===== src/rtl/itoa_pkg.sv =====
package itoa_pkg;

  localparam int VALUE_BITS = 32;
  localparam int BASE_W     = 6;
  localparam int CHAR_W     = 8;
  localparam int REM_W      = BASE_W;
  localparam int STEP_W     = $clog2(VALUE_BITS);
  localparam int CNT_W      = $clog2(VALUE_BITS + 1);
  localparam int STACK_DEPTH = VALUE_BITS;

  localparam logic [BASE_W-1:0] BASE_MIN  = BASE_W'(2);
  localparam logic [BASE_W-1:0] BASE_MAX  = BASE_W'(36);
  localparam logic [BASE_W-1:0] RADIX_DEC = BASE_W'(10);

  localparam logic [CHAR_W-1:0] CHAR_ZERO  = 8'h30;
  localparam logic [CHAR_W-1:0] CHAR_A     = 8'h61;
  localparam logic [CHAR_W-1:0] CHAR_Z     = 8'h7a;
  localparam logic [CHAR_W-1:0] CHAR_NINE  = 8'h39;
  localparam logic [CHAR_W-1:0] CHAR_MINUS = 8'h2d;

  typedef struct packed {
    logic signed [VALUE_BITS-1:0] value;
    logic [BASE_W-1:0]            base;
  } in_t;

  typedef struct packed {
    logic [CHAR_W-1:0] character;
    logic              last;
  } out_t;

  typedef enum logic [1:0] {
    ST_IDLE,
    ST_DIV,
    ST_SIGN,
    ST_EMIT
  } itoa_state_t;

  function automatic logic [BASE_W-1:0] clamp_base(input logic [BASE_W-1:0] b);
    logic [BASE_W-1:0] r;
    r = b;
    if (b > BASE_MAX) begin
      r = BASE_MAX;
    end else if (b < BASE_MIN) begin
      r = BASE_MIN;
    end
    return r;
  endfunction

  function automatic logic [CHAR_W-1:0] digit_char(input logic [REM_W-1:0] d);
    logic [CHAR_W-1:0] c;
    if (d < REM_W'(10)) begin
      c = CHAR_ZERO + CHAR_W'(d);
    end else begin
      c = CHAR_A + CHAR_W'(d) - CHAR_W'(10);
    end
    return c;
  endfunction

endpackage


===== src/rtl/integer_to_ascii_radix.sv =====
// Converts one integer per request into ASCII characters, most significant first.
// Each digit comes from the bit-serial divider; the block takes no new request until the last
// character of the current one has left the stack for the output register. Characters flow
// one per cycle while the output does not stall.
// Synchronous active-low reset empties the block; no clearing pass is needed.
module integer_to_ascii_radix (
  input  logic           clk,
  input  logic           rst_n,
  input  logic           in_valid,
  output logic           in_stall,
  input  itoa_pkg::in_t  in_data,
  output logic           out_valid,
  input  logic           out_stall,
  output itoa_pkg::out_t out_data
);

  itoa_pkg::itoa_state_t state_r, state_nxt;

  logic                            neg_r;
  logic [itoa_pkg::BASE_W-1:0]     base_r;
  logic [itoa_pkg::CNT_W-1:0]      cnt_r;
  logic [itoa_pkg::CHAR_W-1:0]     stk_r [itoa_pkg::STACK_DEPTH];
  logic                            out_valid_r;
  itoa_pkg::out_t                  out_data_r;

  logic [itoa_pkg::BASE_W-1:0]     base_cl;
  logic                            in_neg;
  logic [itoa_pkg::VALUE_BITS-1:0] in_mag;

  logic                            div_start;
  logic                            div_done;
  logic [itoa_pkg::VALUE_BITS-1:0] div_dividend;
  logic [itoa_pkg::VALUE_BITS-1:0] div_quot;
  logic [itoa_pkg::REM_W-1:0]      div_rem;
  logic                            quot_nz;

  logic                            push;
  logic                            pop;
  logic [itoa_pkg::CHAR_W-1:0]     push_char;
  logic                            out_free;
  logic                            in_acc;

  always_comb begin
    base_cl = itoa_pkg::clamp_base(in_data.base);
    in_neg  = (base_cl == itoa_pkg::RADIX_DEC) && in_data.value[itoa_pkg::VALUE_BITS-1];
    in_mag  = in_neg ? (~in_data.value + itoa_pkg::VALUE_BITS'(1)) : in_data.value;
  end

  assign quot_nz      = |div_quot;
  assign out_free     = !out_valid_r || !out_stall;
  assign in_acc       = in_valid && !in_stall;
  assign div_dividend = (state_r == itoa_pkg::ST_IDLE) ? in_mag : div_quot;

  itoa_div_serial u_div (
    .clk       (clk),
    .rst_n     (rst_n),
    .start     (div_start),
    .dividend  (div_dividend),
    .divisor   (base_r),
    .done      (div_done),
    .quotient  (div_quot),
    .remainder (div_rem)
  );

  always_comb begin
    state_nxt = state_r;
    unique case (state_r)
      itoa_pkg::ST_IDLE: begin
        if (in_valid) begin
          state_nxt = itoa_pkg::ST_DIV;
        end
      end
      itoa_pkg::ST_DIV: begin
        if (div_done && !quot_nz) begin
          state_nxt = neg_r ? itoa_pkg::ST_SIGN : itoa_pkg::ST_EMIT;
        end
      end
      itoa_pkg::ST_SIGN: begin
        state_nxt = itoa_pkg::ST_EMIT;
      end
      itoa_pkg::ST_EMIT: begin
        if (pop && cnt_r == itoa_pkg::CNT_W'(1)) begin
          state_nxt = itoa_pkg::ST_IDLE;
        end
      end
      default: begin
        state_nxt = itoa_pkg::ST_IDLE;
      end
    endcase
  end

  always_comb begin
    in_stall  = 1'b1;
    div_start = 1'b0;
    push      = 1'b0;
    pop       = 1'b0;
    push_char = itoa_pkg::digit_char(div_rem);
    unique case (state_r)
      itoa_pkg::ST_IDLE: begin
        in_stall  = 1'b0;
        div_start = in_valid;
      end
      itoa_pkg::ST_DIV: begin
        push      = div_done;
        div_start = div_done && quot_nz;
      end
      itoa_pkg::ST_SIGN: begin
        push      = 1'b1;
        push_char = itoa_pkg::CHAR_MINUS;
      end
      itoa_pkg::ST_EMIT: begin
        pop = out_free;
      end
      default: begin
        in_stall = 1'b1;
      end
    endcase
  end

  always_ff @(posedge clk) begin
    if (!rst_n) begin
      state_r     <= itoa_pkg::ST_IDLE;
      cnt_r       <= '0;
      out_valid_r <= 1'b0;
    end else begin
      state_r <= state_nxt;
      if (push) begin
        cnt_r <= cnt_r + itoa_pkg::CNT_W'(1);
      end else if (pop) begin
        cnt_r <= cnt_r - itoa_pkg::CNT_W'(1);
      end
      if (pop) begin
        out_valid_r <= 1'b1;
      end else if (!out_stall) begin
        out_valid_r <= 1'b0;
      end
    end
  end

  // Digits arrive least significant first; the stack turns them around.
  always_ff @(posedge clk) begin
    if (in_acc) begin
      neg_r  <= in_neg;
      base_r <= base_cl;
    end
    if (push) begin
      stk_r[0] <= push_char;
      for (int i = 1; i < itoa_pkg::STACK_DEPTH; i++) begin
        stk_r[i] <= stk_r[i-1];
      end
    end else if (pop) begin
      for (int i = 0; i < itoa_pkg::STACK_DEPTH - 1; i++) begin
        stk_r[i] <= stk_r[i+1];
      end
    end
    if (pop) begin
      out_data_r.character <= stk_r[0];
      out_data_r.last      <= (cnt_r == itoa_pkg::CNT_W'(1));
    end
  end

  assign out_valid = out_valid_r;
  assign out_data  = out_data_r;

endmodule


===== src/rtl/itoa_div_serial.sv =====
module itoa_div_serial (
  input  logic                              clk,
  input  logic                              rst_n,
  input  logic                              start,
  input  logic [itoa_pkg::VALUE_BITS-1:0]   dividend,
  input  logic [itoa_pkg::BASE_W-1:0]       divisor,
  output logic                              done,
  output logic [itoa_pkg::VALUE_BITS-1:0]   quotient,
  output logic [itoa_pkg::REM_W-1:0]        remainder
);

  logic                            busy_r;
  logic                            done_r;
  logic [itoa_pkg::STEP_W-1:0]     step_r;
  logic [itoa_pkg::VALUE_BITS-1:0] q_r;
  logic [itoa_pkg::REM_W-1:0]      rem_r;

  logic [itoa_pkg::REM_W:0]        rem_sh;
  logic                            ge;
  logic [itoa_pkg::REM_W:0]        rem_sub;
  logic [itoa_pkg::REM_W-1:0]      rem_nxt;

  // Restoring division, one quotient bit per cycle from the top of q_r.
  always_comb begin
    rem_sh  = {rem_r, q_r[itoa_pkg::VALUE_BITS-1]};
    ge      = rem_sh >= {1'b0, divisor};
    rem_sub = rem_sh - {1'b0, divisor};
    rem_nxt = ge ? rem_sub[itoa_pkg::REM_W-1:0] : rem_sh[itoa_pkg::REM_W-1:0];
  end

  always_ff @(posedge clk) begin
    if (!rst_n) begin
      busy_r <= 1'b0;
      done_r <= 1'b0;
      step_r <= '0;
    end else begin
      done_r <= 1'b0;
      if (start) begin
        busy_r <= 1'b1;
        step_r <= itoa_pkg::STEP_W'(itoa_pkg::VALUE_BITS - 1);
      end else if (busy_r) begin
        step_r <= step_r - itoa_pkg::STEP_W'(1);
        if (step_r == '0) begin
          busy_r <= 1'b0;
          done_r <= 1'b1;
        end
      end
    end
  end

  always_ff @(posedge clk) begin
    if (start) begin
      q_r   <= dividend;
      rem_r <= '0;
    end else if (busy_r) begin
      q_r   <= {q_r[itoa_pkg::VALUE_BITS-2:0], ge};
      rem_r <= rem_nxt;
    end
  end

  assign done      = done_r;
  assign quotient  = q_r;
  assign remainder = rem_r;

endmodule


===== config.mk =====
export PLATFORM = sky130hd
export DESIGN_NAME = integer_to_ascii_radix
export DESIGN_NICKNAME = d
export VERILOG_FILES = /design/src/rtl/itoa_pkg.sv /design/src/rtl/integer_to_ascii_radix.sv /design/src/rtl/itoa_div_serial.sv
export SDC_FILE = /design/constraint.sdc
export NUM_CORES = 1
export LEC_CHECK = 0
export BUFFER_PORTS_ARGS = -buffer_cell sky130_fd_sc_hd__buf_2
export CORE_MARGIN = 2
export CORE_UTILIZATION = 35
export CTS_BUF_LIST = sky130_fd_sc_hd__clkbuf_8 sky130_fd_sc_hd__clkbuf_16
export DETAILED_ROUTE_END_ITERATION = 10
export PLACE_DENSITY_LB_ADDON = 0.15
export SLEW_MARGIN = 20
export SYNTH_ARGS = -nofsm -noshare
export SYNTH_HDL_FRONTEND = slang
export SYNTH_SLANG_ARGS = --single-unit
export TNS_END_PERCENT = 50

===== constraint.sdc =====
create_clock -name clk -period 9.1 [get_ports clk]
set_clock_uncertainty 0.2 [all_clocks]
set_input_delay 0.455 -clock clk [delete_from_list [all_inputs] [get_ports clk]]
set_output_delay 0.455 -clock clk [all_outputs]
set_load 0.01 [all_outputs]

### After elaboration in Yosys (flattened, before gate mapping)

Memory sizes are Yosys's and may differ from the RTL's.
Index checks and enable logic that the tools add are counted.

| word-level totals | value |
|---|---|
| input port bits | 42 |
| bits in registers | 70 |
| RAM bits | 256 |
| logic and storage cells | 150 |
| output and inout port bits | 11 |
| memories kept | 1 |

Memories:

| name | words | width | rd ports | clocked after Yosys merged registers in | write ports | line | source |
|---|---|---|---|---|---|---|---|
| stk_r | 32 | 8 | 32 | 0 | 32 | integer_to_ascii_radix.sv:22 | `logic [itoa_pkg::CHAR_W-1:0] stk_r [itoa_pkg::STACK_DEPTH];` |

| cells by class | value |
|---|---|
| magnitude comparators | 4 |
| eq/ne operators | 10 |
| reduce and logical (&&, ||, !) cells | 17 |
| bitwise operators | 34 |
| mux-type cells | 64 |
| add/sub/neg operators | 8 |

Operators with widths:

| operator | count |
|---|---|
| $mux W8 | 33 |
| $mux W32 | 4 |
| $add A32 B2 Y32 const B | 1 |
| $not A32 Y32 | 1 |
| $reduce_or A32 Y1 | 1 |
| $or A1 B1 Y1 | 31 |
| $mux W6 | 5 |
| $mux W1 | 14 |
| $mux W5 | 2 |
| $add A7 B6 Y8 const A | 1 |
| $pmux W2 S4 | 1 |
| $sub A8 B4 Y8 const B | 1 |
| $add A6 B6 Y7 const A | 1 |
| $ge A7 B6 Y1 | 1 |
| $add A6 B1 Y6 const B | 1 |
| $eq A6 B1 Y1 const B | 1 |
| $eq A6 B4 Y1 const B | 1 |
| $gt A6 B6 Y1 const B | 1 |
| $lt A6 B2 Y1 const B | 1 |
| $lt A6 B4 Y1 const B | 1 |
| $mux W2 | 3 |
| $ne A2 B2 Y1 const B | 3 |
| $sub A6 B1 Y6 const B | 1 |
| $sub A6 B6 Y6 | 1 |
| 15 further kinds | 26 |

### Logic depth before layout (Yosys ltp)

Gate-level depths: netlist of run 1.

| depth | value |
|---|---|
| depth in word-level cells | 8 |
| gate-level depth with buffers | 9 |
| gate-level depth less buffers | 9 |

### Cells and area by module

A second synthesis of run 1 with hierarchy kept.

| second synthesis, totals | value |
|---|---|
| cell total of the unflattened synthesis | 1550 |
| area total of the unflattened synthesis | 15548.7 um^2 |

By module, submodules not included:

| module | times used | area an instance (um^2) | sequential area each (um^2) | cells each |
|---|---|---|---|---|
| integer_to_ascii_radix | 1 | 13316.5 | 8348.0 | 1377 |
| itoa_div_serial | 1 | 2232.1 | 1221.2 | 173 |

### Least setup slack after synthesis of run 1

OpenSTA, ideal clock, no wires.

| timing | value |
|---|---|
| path type | reg2reg |
| start | reg state_r[1] |
| end | mem stk_r[0][0] (netlist name) (enable) |
| required time | 6985 ps |
| stages on the path, launching flop included | 6 |
| setup slack | 1862 ps |
| period minus slack after synthesis | 7238 ps |
| data arrival time | 5124 ps |
| cell sequence | dfxtp_1 -> inv_1 -> ha_1 -> a21o_1 -> nand2_1 -> nand2_1 |

RTL lines:

| item | line | source |
|---|---|---|
| start: declaration | integer_to_ascii_radix.sv:17 | `itoa_pkg::itoa_state_t state_r, state_nxt;` |
| start signal: assignment | integer_to_ascii_radix.sv:122 | `state_r <= itoa_pkg::ST_IDLE;` |
| start signal: assignment | integer_to_ascii_radix.sv:126 | `state_r <= state_nxt;` |
| end: declaration | integer_to_ascii_radix.sv:22 |  |

### Worst setup path in the final report of run 1

| timing | value |
|---|---|
| start | reg state_r[0] |
| end | reg cnt_r[0] (netlist name) |

| between the ends | value |
|---|---|
| cells in the longest elaborated chain, start to end | 3 |
| elaborated cells on any way between the ends | 7 |
| those cells by class | eq/ne: 3; mux: 3; reduce/logical: 1 |

Ends and longest elaborated chain:

| item | line | source |
|---|---|---|
| $eq A2 B2 Y1 or $eq A2 B1 Y1 (tied branches) | integer_to_ascii_radix.sv:98 | `unique case (state_r)` |
| $pmux W1 S2 or $mux W1 (tied branches) | integer_to_ascii_radix.sv:98 |  |
| $mux W6 or $reduce_bool A2 Y1 (tied branches) | -- |  |
| end signal: assignment | integer_to_ascii_radix.sv:128 | `cnt_r <= cnt_r + itoa_pkg::CNT_W'(1);` |
| end signal: assignment | integer_to_ascii_radix.sv:130 | `cnt_r <= cnt_r - itoa_pkg::CNT_W'(1);` |
| end: declaration | integer_to_ascii_radix.sv:21 | `logic [itoa_pkg::CNT_W-1:0] cnt_r;` |

Several ways; a longest one is shown, not always the timed one.
A chain may end at the register's enable or synchronous reset.

==> results by group, run 1 <==
Pwr
  • Pint: 3.38 mW
  • Lkg Pwr: 6.79 nW
  • Comb power frac: 0.205
  • Net Sw Frac: 0.295
  • Power Dens Cells: about 280 nW/µm²
  • Power share of the clock group: 0.317
  • Part of the power in registers: 0.478
  • Peak supply drop: 0.154 mV
  • Net Switching: 1.42 mW

Synth
  • Largest family of logic cells by synthesized area: simple AND/OR/NAND/NOR gates
  • Post-synthesis sequential area ratio: 0.643
  • Gate count of the mapped netlist: 1494
  • Post-synthesis mux area share: 0.00336
  • XOR/XNOR Fraction of Synth Area: 0.0265
  • Distinct cells, synth: 52
  • Synth Area in Adders: 0.0190
  • Yosys top cell by area: edfxtp_1
  • Post-Syn Area: 14900 µm²
  • Post-synthesis simple-gate area fraction: 0.233
  • Area contributors post-synth: edfxtp_1 61%, nand2_1 19%, dfxtp_1 3.0%
  • Post-synth EDFFs: 304
  • Syn_area_per_cell: 9.96 µm²
  • Post-synthesis async set-or-reset flop share: 0
  • Synth Register Bits: ~330
  • Top cell type's share of synthesized area: 0.613
  • Ys flop type: edfxtp_1
  • Syn_nets: 1558
  • Synth Area in Compound Gates: 0.0494
  • Syn. warnings: 0

Cells and area
  • Layout cells sized above 1: 0.0801
  • Layout Nets: 1586
  • Layout area overhead: 13.7%
  • Reg area: 9570 µm²
  • Non-Filler Instances: 2089
  • Number of fill cells: 4137
  • Area of the multi-input gates: roughly 5000 µm²

Floorplan
  • I/O Pins: 53
  • Die area: roughly 44000 µm²
  • Chip Height: 210 µm
  • Cell Rows: 75
  • Core area: 41900 µm²
  • Die width: approximately 210 µm
  • Initial Util: 0.355

Routing
  • Final ANT Viol Nets: 0
  • Via density: roughly 4.8
  • Routed wire length: 27900 µm
  • 1st-iter DRT viols: 768
  • Remaining DRCs: 0
  • Wire per inst: 13.4 µm
  • Routed vias: 10.0k
  • First drt pass iteration count: 5

Placed design
  • GPL Wtd Cong: 0.765
  • Placed Cells: 2019
  • Detail Placement HPWL: 16100 µm
  • PortBufs: 52

Clock tree
  • Clk Latency, worst-skew pair: 530 ps
  • Sink Count: 326
  • Max clock buf depth: 3
  • Max H-tree Level: 2
  • CTS tree: built
  • Clock root cell: clkbuf_16
  • Num CTS Buffers: 38
  • CTS clk-pin slew, worst paths: 60 ps

Global route
  • First-pass GRT wire length: between 40000 and 50000 µm
  • Initial antenna violation count: 0
  • Total track usage: 0.130
  • GRT overflow: 0
  • Vias in the first global route: 9778
  • Largest net degree at the start of global routing: approximately 180

Timing
  • Period utilization: 0.400
  • Final hold vios: 0
  • Slew of the pin with the lowest slew margin: approximately 1200 ps
  • Setup_tns: 0 ps
  • Final slew viol count: 0
  • Max-slew headroom: 0.213
  • Final setup fails: 0
  • Final min period: 3640 ps
  • RSZ-0062 raised after global routing: no
  • Max frequency: around 270 MHz
  • Worst hold margin: 31.0 ps

Flow run
  • Max Cap Viol: 0

Critical path
  • Critical Path AT: 3850 ps
  • Setup crit end kind: flip-flop
  • CP max-delay cell: nand2_4
  • Critical path launch point type: flip-flop
  • CP Class: flip-flop to flip-flop
  • Chain of cells forming the critical path: inv_1 > ha_1 > a21o_1 > nand2_4 > nand2_4 > buf_12 > xnor2_1 > and2_1
  • CP most frequent cell: nand2_4
  • Crit-path max FO: about 180
  • Max incr delay on CP: approximately 610 ps
  • Critical path required time: 9310 ps

Status
  • Status: completed

Worst hold path
  • Hold WC Path Type: input pin to flip-flop
layout by cell type (no fill, tap or decap), types with 3 or more instances in the layout:
cell and n:
clkinvlp_4 5, clkinv_1 3, nor3_1 12, ha_1 21
buf_2 52, or3_1 3, o31ai_1 6, a21oi_1 53
nor2_1 64, o21ai_0 14, xor2_1 16, buf_4 5
nand4_1 5, nand2_4 3, dfxtp_1 22, o41ai_1 5
clkinv_2 4, nand2_1 742, inv_1 39, a211oi_1 4
and2_1 6, nor4_1 15, a31oi_1 5, bufinv_16 5
nand2b_1 4, edfxtp_1 304, o21a_1 10, clkbuf_16 39
xnor2_1 29, mux2i_1 5, nor2b_1 7, nand3_1 8
power groups by stage:
stage / clock network (mW) / registers [mW] / logic, mW
after floorplan: 0 / 2.32 / 0.774
after global placement: 0 / 2.32 / 0.979
after detailed placement: 0 / 2.32 / 0.998
after CTS: 1.57 / 2.29 / 1.00
after global routing: 1.63 / 2.33 / 1.15
final: 1.52 / 2.29 / 0.980
stage by stage:
step	setup slack (ps)	total power [mW]	utilization	instance area, µm²
final	5460	4.79	0.403	16900
after global routing	5210	5.11	0.403	16900
after CTS	5270	4.87	0.403	16900
after detailed placement	5300	3.32	0.373	15700
after global placement	5310	3.30	0.373	15700
after floorplan	1860	3.10	-	14900
sequential cells by signal, indices dropped and copies added, names as in the netlist:
signal,cells
out_data,9
u_div.done,1
out_valid,1
base_r,6
cnt_r,6
u_div.step_r,5
u_div.remainder,6
neg_r,1
u_div.quotient,32
u_div.busy_r,1
state_r,2
stk_r,256
final timing paths:
path,from,end,slack (ps),depth (start not counted)
setup reg to reg,state_r[0],cnt_r[0],5460,8
hold / removal,in_data[0],base_r[0],30,2
hold reg to reg,stk_r[30][7],stk_r[31][7],250,0
setup / recovery,state_r[0],cnt_r[0],5460,8
layer usage:
metal	routed length, µm	share of wire	GRT usage
met1	14200	0.51	0.185
met4	598	0.021	0.0391
met3	1150	0.041	0.0252
met2	12000	0.43	0.200
met5	0	0	0
layout make-up:
cell class	count	share of cell area
diodes	1	0.000148
clock buffers	39	0.0577
clock inverters	28	0.0156
inverters	29	0.00651
multi-input cells	1066	0.294
flip-flops and latches	326	0.565
well taps	539	0.0398
repair buffers	61	0.0206
synth_stat cells, types with 7 or more instances:
| cell type | number |
|---|---|
| edfxtp_1 | 304 |
| a21oi_1 | 54 |
| nor2_1 | 64 |
| dfxtp_1 | 22 |
| buf_1 | 12 |
| xor2_1 | 16 |
| nor3_1 | 12 |
| nand3_1 | 8 |
| nand2_1 | 745 |
| ha_1 | 21 |
| o21a_1 | 10 |
| o21ai_0 | 15 |
| clkbuf_1 | 60 |
| nor4_1 | 15 |
| xnor2_1 | 29 |
| inv_1 | 28 |
| nor2b_1 | 7 |
logic make-up (layout without fill, tap and decap cells):
group | count (synthesis) | in the layout
mux | 5 | 5
fa+ha+maj | 22 | 22
simple gates | 878 | 878
compound gates | 116 | 116
other cells | 0 | 1
buf+inv | 102 | 157
xor+xnor | 45 | 45
flops | 326 | 326
worst max-delay path: cells and delay by family, from the launching register on:
family | cells | cell delay (ps)
buf+inv | 2 | 560
flops | 1 | 380
simple gates | 3 | 1220
fa+ha+maj | 1 | 260
compound gates | 1 | 240
xor+xnor | 1 | 310
what timing repair did:
action	CTS	global route
endpoints found under the hold margin	2	0
hold buffers	2	0
gates resized for setup	0	0
setup buffers	0	0
endpoints found under the setup margin	0	0
Note: power is estimated with default switching activity, not from simulation.
==> inputs of run 2 (changes only) <==
- ABC_AREA: not set -> 1
- clock period: 9.1 -> 3.6 ns (I/O delays scaled with it)
==> results by group, run 2 <==
Placed design
  • Placed Area: 16500 µm² (+5.2%)
  • GPL Wtd Cong: 0.833 (+8.9%)
  • Detail Placement HPWL: 20400 µm (+27%)
  • PortBufs: 52 (unchanged)
  • Pre-CTS WS: 858 ps (-4440 ps)

Timing
  • Final min period: 2680 ps (-963 ps)
  • Post-route setup slack: 918 ps (-4540 ps)
  • Final hold vios: 0 (unchanged)
  • RSZ-0062 raised after global routing: no
  • Slew of the pin with the lowest slew margin: 992 ps (-188 ps)
  • Worst hold margin: 58.4 ps (+27.5 ps)
  • Max frequency: 373 MHz (+36%)
  • Final setup fails: 0 (unchanged)
  • Final slew viol count: 0 (unchanged)
  • Max-slew headroom: 0.339 (+0.125)
  • Period utilization: 0.745 (+0.344)

Routing
  • Final ANT Viol Nets: 0 (unchanged)
  • Routed vias: 11.2k (+12%)
  • Remaining DRCs: 0 (unchanged)
  • Via density: 4.65 (-3.0%)
  • First drt pass iteration count: 5 (unchanged)
  • Wire per inst: 13.6 µm (+1.5%)
  • 1st-iter DRT viols: 953 (+24%)
  • Routed wire length: 32700 µm (+17%)

Synth
  • Area contributors post-synth: edfxtp_1 58%, nand2_1 20%, inv_1 2.9%
  • Yosys top cell by area: edfxtp_1
  • Synth cell count leaders: 818 x nand2_1, 304 x edfxtp_1, 121 x inv_1, 87 x nor2_1, 86 x o21ai_0
  • Top cell type's share of synthesized area: 0.584 (-0.0297)
  • Leading cell type by number of instances after synthesis: nand2_1
  • Ys flop type: edfxtp_1
  • Post-synthesis async set-or-reset flop share: 0 (unchanged)
  • Post-synth EDFFs: 304 (unchanged)
  • Post-synthesis sequential area ratio: 0.612 (-0.0311)
  • Gate count of the mapped netlist: 1709 (+14%)
  • Syn. warnings: 0 (unchanged)
  • Syn_area_per_cell: 9.15 µm² (-8.1%)
  • Synth Register Bits: 326 (unchanged)
  • Distinct cells, synth: 40 (-23%)
  • Syn_nets: 1773 (+14%)
  • Post-Syn Area: 15600 µm² (+5.1%)

Pwr
  • Net Switching: 3.87 mW (+170%)
  • Peak supply drop: 0.291 mV (+89%)
  • Power Dens Cells: 679 nW/µm² (+140%)
  • Part of the power in registers: 0.480 (+0.002)
  • Pint: 8.35 mW (+150%)
  • Net Sw Frac: 0.316 (+0.0210)
  • Comb power frac: 0.236 (+0.031)
  • Power share of the clock group: 0.284 (-0.033)
  • Lkg Pwr: 7.64 nW (+12%)

Cells and area
  • Commonest non-fill, non-tap cell in the layout: nand2_1
  • Layout cells sized above 1: 0.0809 (+0.000895)
  • Max FFs per register: 256 (unchanged)
  • Layout area overhead: 15.1%
  • Layout Nets: 1853 (+17%)
  • Most frequent cells in the layout: 816 x nand2_1, 304 x edfxtp_1, 136 x inv_1
  • Design area: 18000 µm² (+6.3%)
  • Biggest register: stk_r
  • Number of fill cells: 4495 (+8.7%)
  • Post-layout util: 0.408 (+0.00438)
  • Diode count: 0 (-1)

Global route
  • GRT overflow: 0 (unchanged)
  • Total track usage: 0.141 (+0.0110)
  • First-pass GRT wire length: 54600 µm (+14%)
  • Largest net degree at the start of global routing: 99 (-46%)
  • Vias in the first global route: 10.8k (+11%)
  • Initial antenna violation count: 1 (+1)

Clock tree
  • Postcts setup bufs: 0 (unchanged)
  • Clk Latency, worst-skew pair: 520 ps (about the same)
  • Max clock buf depth: 3 (unchanged)
  • CTS tree: built
  • Max H-tree Level: 2 (unchanged)
  • CTS clk-pin slew, worst paths: 60 ps (about the same)
  • Sink Count: 326 (unchanged)
  • Num CTS Buffers: 37 (-2.6%)
  • Clock root cell: clkbuf_16

Floorplan
  • Die width: 215 µm (+2.5%)
  • I/O Pins: 53 (unchanged)
  • Chip Height: 215 µm (+2.5%)
  • Die area: 46400 µm² (+5.0%)
  • Core area: 44100 µm² (+5.2%)
  • Cell Rows: 77 (+2.7%)
  • Initial Util: 0.354 (-0.000358)

Critical path
  • Critical path launch point type: flip-flop
  • Critical Path AT: 2900 ps (-950 ps)
  • Crit-path max FO: 98 (-46%)
  • CP Class: flip-flop to flip-flop
  • Setup crit end kind: flip-flop
  • Critical path required time: 3820 ps (-5490 ps)

Flow run
  • Max Cap Viol: 0 (unchanged)

Status
  • Status: completed

Worst hold path
  • Hold WC Path Type: input pin to flip-flop
[run 2: path summary, 6_finish.rpt]
check                                  start           endpoint  slack (ps)  cells after the start
worst max-delay path              state_r[0]           cnt_r[5]         920                     10
worst min register to register  stk_r[30][1]       stk_r[31][1]         250                      0
worst max register to register    state_r[0]           cnt_r[5]         920                     10
worst min-delay path             in_data[11]  u_div.quotient[5]          60                      5
[run 2: critical path: stages (launching register included)]
cell,delay [ps]
dfxtp_1,380
inv_1,110
ha_1,370
inv_1,90
a21oi_4,150
buf_4,720
nand2_1,160
o22ai_1,230
nand2_1,70
nand2_1,60
nor2_1,40
[run 2: power by group through the flow]
| stage | clock (mW) | combinational [mW] | sequential, mW |
|---|---|---|---|
| after global placement | 0 | 2.83 | 5.93 |
| after floorplan | 0 | 2.15 | 5.85 |
| final | 3.47 | 2.88 | 5.87 |
| after detailed placement | 0 | 2.88 | 5.94 |
| after global routing | 3.73 | 3.34 | 5.97 |
| after CTS | 3.59 | 2.94 | 5.87 |
[run 2: area by class of cell]
cell class	count	area (µm²)	area share
repair buffers	111	843	0.0469
well taps	592	741	0.0412
inverters	125	472	0.0262
clock inverters	25	106	0.00591
flip-flops and latches	326	9570	0.532
multi-input cells	1188	5260	0.292
clock buffers	41	1000	0.0558
[run 2: routing by layer]
layer / global-route usage / vias to the layer above / wire, µm / share of wire
met5: 0 / - / 13 / 0.00040
met2: 0.213 / 150 / 14200 / 0.44
li1: - / 5727 / - / -
met1: 0.208 / 5267 / 16800 / 0.51
met3: 0.0220 / 47 / 1040 / 0.032
met4: 0.0393 / 2 / 627 / 0.019
[run 2: kinds of logic (layout without fill, tap and decap cells)]
| group | count (synthesis) | after routing | share of synthesized area |
|---|---|---|---|
| AND/OR/NAND/NOR | 1000 | 1000 | 0.252 |
| flip-flops | 326 | 326 | 0.612 |
| buffers and inverters | 195 | 302 | 0.0541 |
| AO/OA/AOI/OAI | 144 | 144 | 0.0511 |
| adder cells (fa/ha/maj) | 22 | 22 | 0.0181 |
| XOR/XNOR | 21 | 21 | 0.0118 |
| multiplexers | 1 | 1 | 0.000640 |
[run 2: per-stage QoR]
step           TNS [ps]  cells  total power [mW]
2_1_floorplan     -9490   1709              8.01
3_3_place_gp          0   2301              8.76
3_5_place_dp          0   2301              8.82
4_1_cts               0   2408              12.4
5_1_grt               0   2408              13.0
6_report              0   2408              12.2
[run 2: what timing repair did]
action,4_1_cts,5_1_grt
resized for setup,0,0
hold buffers,41,0
endpoints found under the hold margin,57,0
==> inputs of run 3 (changes only) <==
- ABC_AREA: 1 -> 0
- clock period: 3.6 -> 2.3 ns (I/O delays scaled with it)
==> results by group, run 3 (synthesis gave the netlist of run 1 again) <==
Routing
  • Wire per inst: 13.2 µm (-2.6%)
  • First drt pass iteration count: 5 (unchanged)
  • Final ANT Viol Nets: 0 (unchanged)
  • 1st-iter DRT viols: 645 (-32%)
  • Via density: 4.74 (+2.0%)
  • Routed wire length: 29100 µm (-11%)
  • Routed vias: 10.4k (-6.8%)
  • Remaining DRCs: 0 (unchanged)

Timing
  • RSZ-0062 raised after global routing: yes
  • Slew of the pin with the lowest slew margin: 588 ps (-403 ps)
  • Final setup fails: 28 (+28)
  • Setup_tns: -533 ps (-533 ps)
  • Post-route setup slack: -28.5 ps (-947 ps)
  • Final slew viol count: 0 (unchanged)
  • Worst hold margin: 182 ps (+123 ps)
  • Final hold vios: 0 (unchanged)
  • Period utilization: 1.01 (+0.267)
  • Max frequency: 429 MHz (+15%)
  • Final min period: 2330 ps (-353 ps)
  • Max-slew headroom: 0.606 (+0.267)

Critical path
  • Setup crit end kind: flip-flop
  • FF-to-FF setup slack: -30 ps (-950 ps)
  • CP max-delay cell: edfxtp_1
  • Reg2reg end: u_div.quotient[31]
  • Critical path launch point type: flip-flop
  • Worst r2r path cells: 8 (-2)
  • RR Startpoint: u_div.quotient[18]
  • Critical Path AT: 2390 ps (-510 ps)
  • Crit-path max FO: 8 (-92%)
  • Max incr delay on CP: 410 ps (-310 ps)
  • CP Class: flip-flop to flip-flop
  • Chain of cells forming the critical path: nor4_2 > buf_4 > nand4_1 > nor2_1 > buf_4 > nor2_4 > o21ai_4 > clkbuf_16
  • CP most frequent cell: buf_4
  • Critical path required time: 2360 ps (-1460 ps)

Global route
  • Largest net degree at the start of global routing: 105 (+6.1%)
  • Total track usage: 0.134 (-0.00691)
  • Initial antenna violation count: 0 (-1)
  • Vias in the first global route: 10.1k (-6.7%)
  • First-pass GRT wire length: 49300 µm (-9.8%)
  • GRT overflow: 0 (unchanged)

Clock tree
  • CTS tree: built
  • Sink Count: 326 (unchanged)
  • CTS clk-pin slew, worst paths: 60 ps (about the same)
  • Max clock buf depth: 3 (unchanged)
  • Num CTS Buffers: 38 (+2.7%)
  • Clock root cell: clkbuf_16
  • Clk Latency, worst-skew pair: 540 ps (+20 ps)
  • Max H-tree Level: 2 (unchanged)

Pwr
  • Part of the power in registers: 0.456 (-0.024)
  • Net Switching: 5.91 mW (+53%)
  • Power Dens Cells: 1090 nW/µm² (+60%)
  • Pint: 13.9 mW (+66%)
  • Power share of the clock group: 0.297 (+0.013)
  • Lkg Pwr: 7.40 nW (-3.2%)
  • Net Sw Frac: 0.299 (-0.0179)
  • Peak supply drop: 0.721 mV (+150%)
  • Comb power frac: 0.247 (+0.011)

Cells and area
  • Biggest register: stk_r
  • Design area: 18200 µm² (+1.3%)
  • Max FFs per register: 256 (unchanged)
  • Most frequent cells in the layout: 742 x nand2_1, 304 x edfxtp_1, 58 x buf_4
  • Layout cells sized above 1: 0.140 (+0.0586)
  • Layout Nets: 1697 (-8.4%)
  • Non-Filler Instances: 2201 (-8.6%)
  • Layout area overhead: 22.5%
  • Diode count: 0 (unchanged)
  • Commonest non-fill, non-tap cell in the layout: nand2_1

Placed design
  • Detail Placement HPWL: 17400 µm (-15%)
  • PortBufs: 52 (unchanged)
  • Placed Cells: 2082 (-9.5%)
  • GPL Wtd Cong: 0.793 (-4.8%)
  • Pre-CTS WS: -319 ps (-1180 ps)
  • Placed Area: 16300 µm² (-0.83%)

Floorplan
  • Initial Util: 0.355 (+0.000358)
  • Die width: 210 µm (-2.4%)
  • Core area: 41900 µm² (-4.9%)
  • I/O Pins: 53 (unchanged)
  • Cell Rows: 75 (-2.6%)
  • Chip Height: 210 µm (-2.4%)
  • Die area: 44200 µm² (-4.8%)

Worst hold path
  • Hold WC Path Type: input pin to flip-flop
  • Hold Crit Start: in_data[5]
  • Hold Path End: base_r[5]
  • Hold Path Depth: 2 (-3)

Flow run
  • Max Cap Viol: 0 (unchanged)

Status
  • Status: finished with violations
  • Failing checks: negative setup slack
## run 3: per-layer routing
metal / routed length (µm) / share of wire / up-vias / GRT usage
met3: 1190 / 0.041 / 52 / 0.0294
li1: - / - / 5280 / -
met5: 0 / 0 / - / 0
met2: 12600 / 0.43 / 155 / 0.203
met1: 14500 / 0.50 / 4944 / 0.189
met4: 741 / 0.025 / 0 / 0.0457
## run 3: worst max-delay path by stage
| stage | start | to | cells after the start | slack (ps) |
|---|---|---|---|---|
| after floorplan | in_data[22] | u_div.quotient[29] | 7 | -240 |
| after global placement | in_data[22] | u_div.quotient[27] | 7 | -320 |
| after detailed placement | in_data[22] | u_div.quotient[29] | 7 | -320 |
| after CTS | u_div.quotient[18] | u_div.quotient[7] | 8 | -5 |
| after global routing | u_div.quotient[18] | u_div.quotient[31] | 8 | -110 |
| final | u_div.quotient[18] | u_div.quotient[31] | 8 | -30 |
## run 3: power groups by stage
stage / combinational (mW) / clock (mW) / sequential (mW)
after floorplan: 3.13 / 0 / 8.95
after global placement: 4.57 / 0 / 9.06
after detailed placement: 4.62 / 0 / 9.08
after CTS: 4.71 / 6.08 / 8.98
after global routing: 5.59 / 6.29 / 9.17
final: 4.89 / 5.89 / 9.03
## run 3: layout make-up
type,instances,area [µm²]
Fill cell,4019,23700
Sequential cell,326,9580
Multi-Input combinational cell,1066,5180
Timing Repair Buffer,172,1460
Clock buffer,39,965
Tap cell,539,674
Clock inverter,30,248
Inverter,29,115
## run 3: worst max-delay path, delay by kind of cell, from the launching register on
| kind | cells | cell delay, ps |
|---|---|---|
| buf+inv | 3 | 550 |
| flops | 1 | 410 |
| simple gates | 4 | 650 |
| compound gates | 1 | 240 |
## run 3: repair_timing
action                                  in CTS  in global routing
hold buffers                                46                  0
pin swaps                                    1                 10
gates cloned                                 0                  2
endpoints found under the setup margin      40                 70
hold endpoints to repair                    94                  0
gates resized for setup                      4                 39
setup buffers                                0                  2
## run 3: per-stage QoR
| stage | power, mW | utilization |
|---|---|---|
| after global routing | 21.0 | 0.435 |
| after floorplan | 12.1 | - |
| after detailed placement | 13.7 | 0.390 |
| final | 19.8 | 0.435 |
| after CTS | 19.8 | 0.430 |
| after global placement | 13.6 | 0.390 |
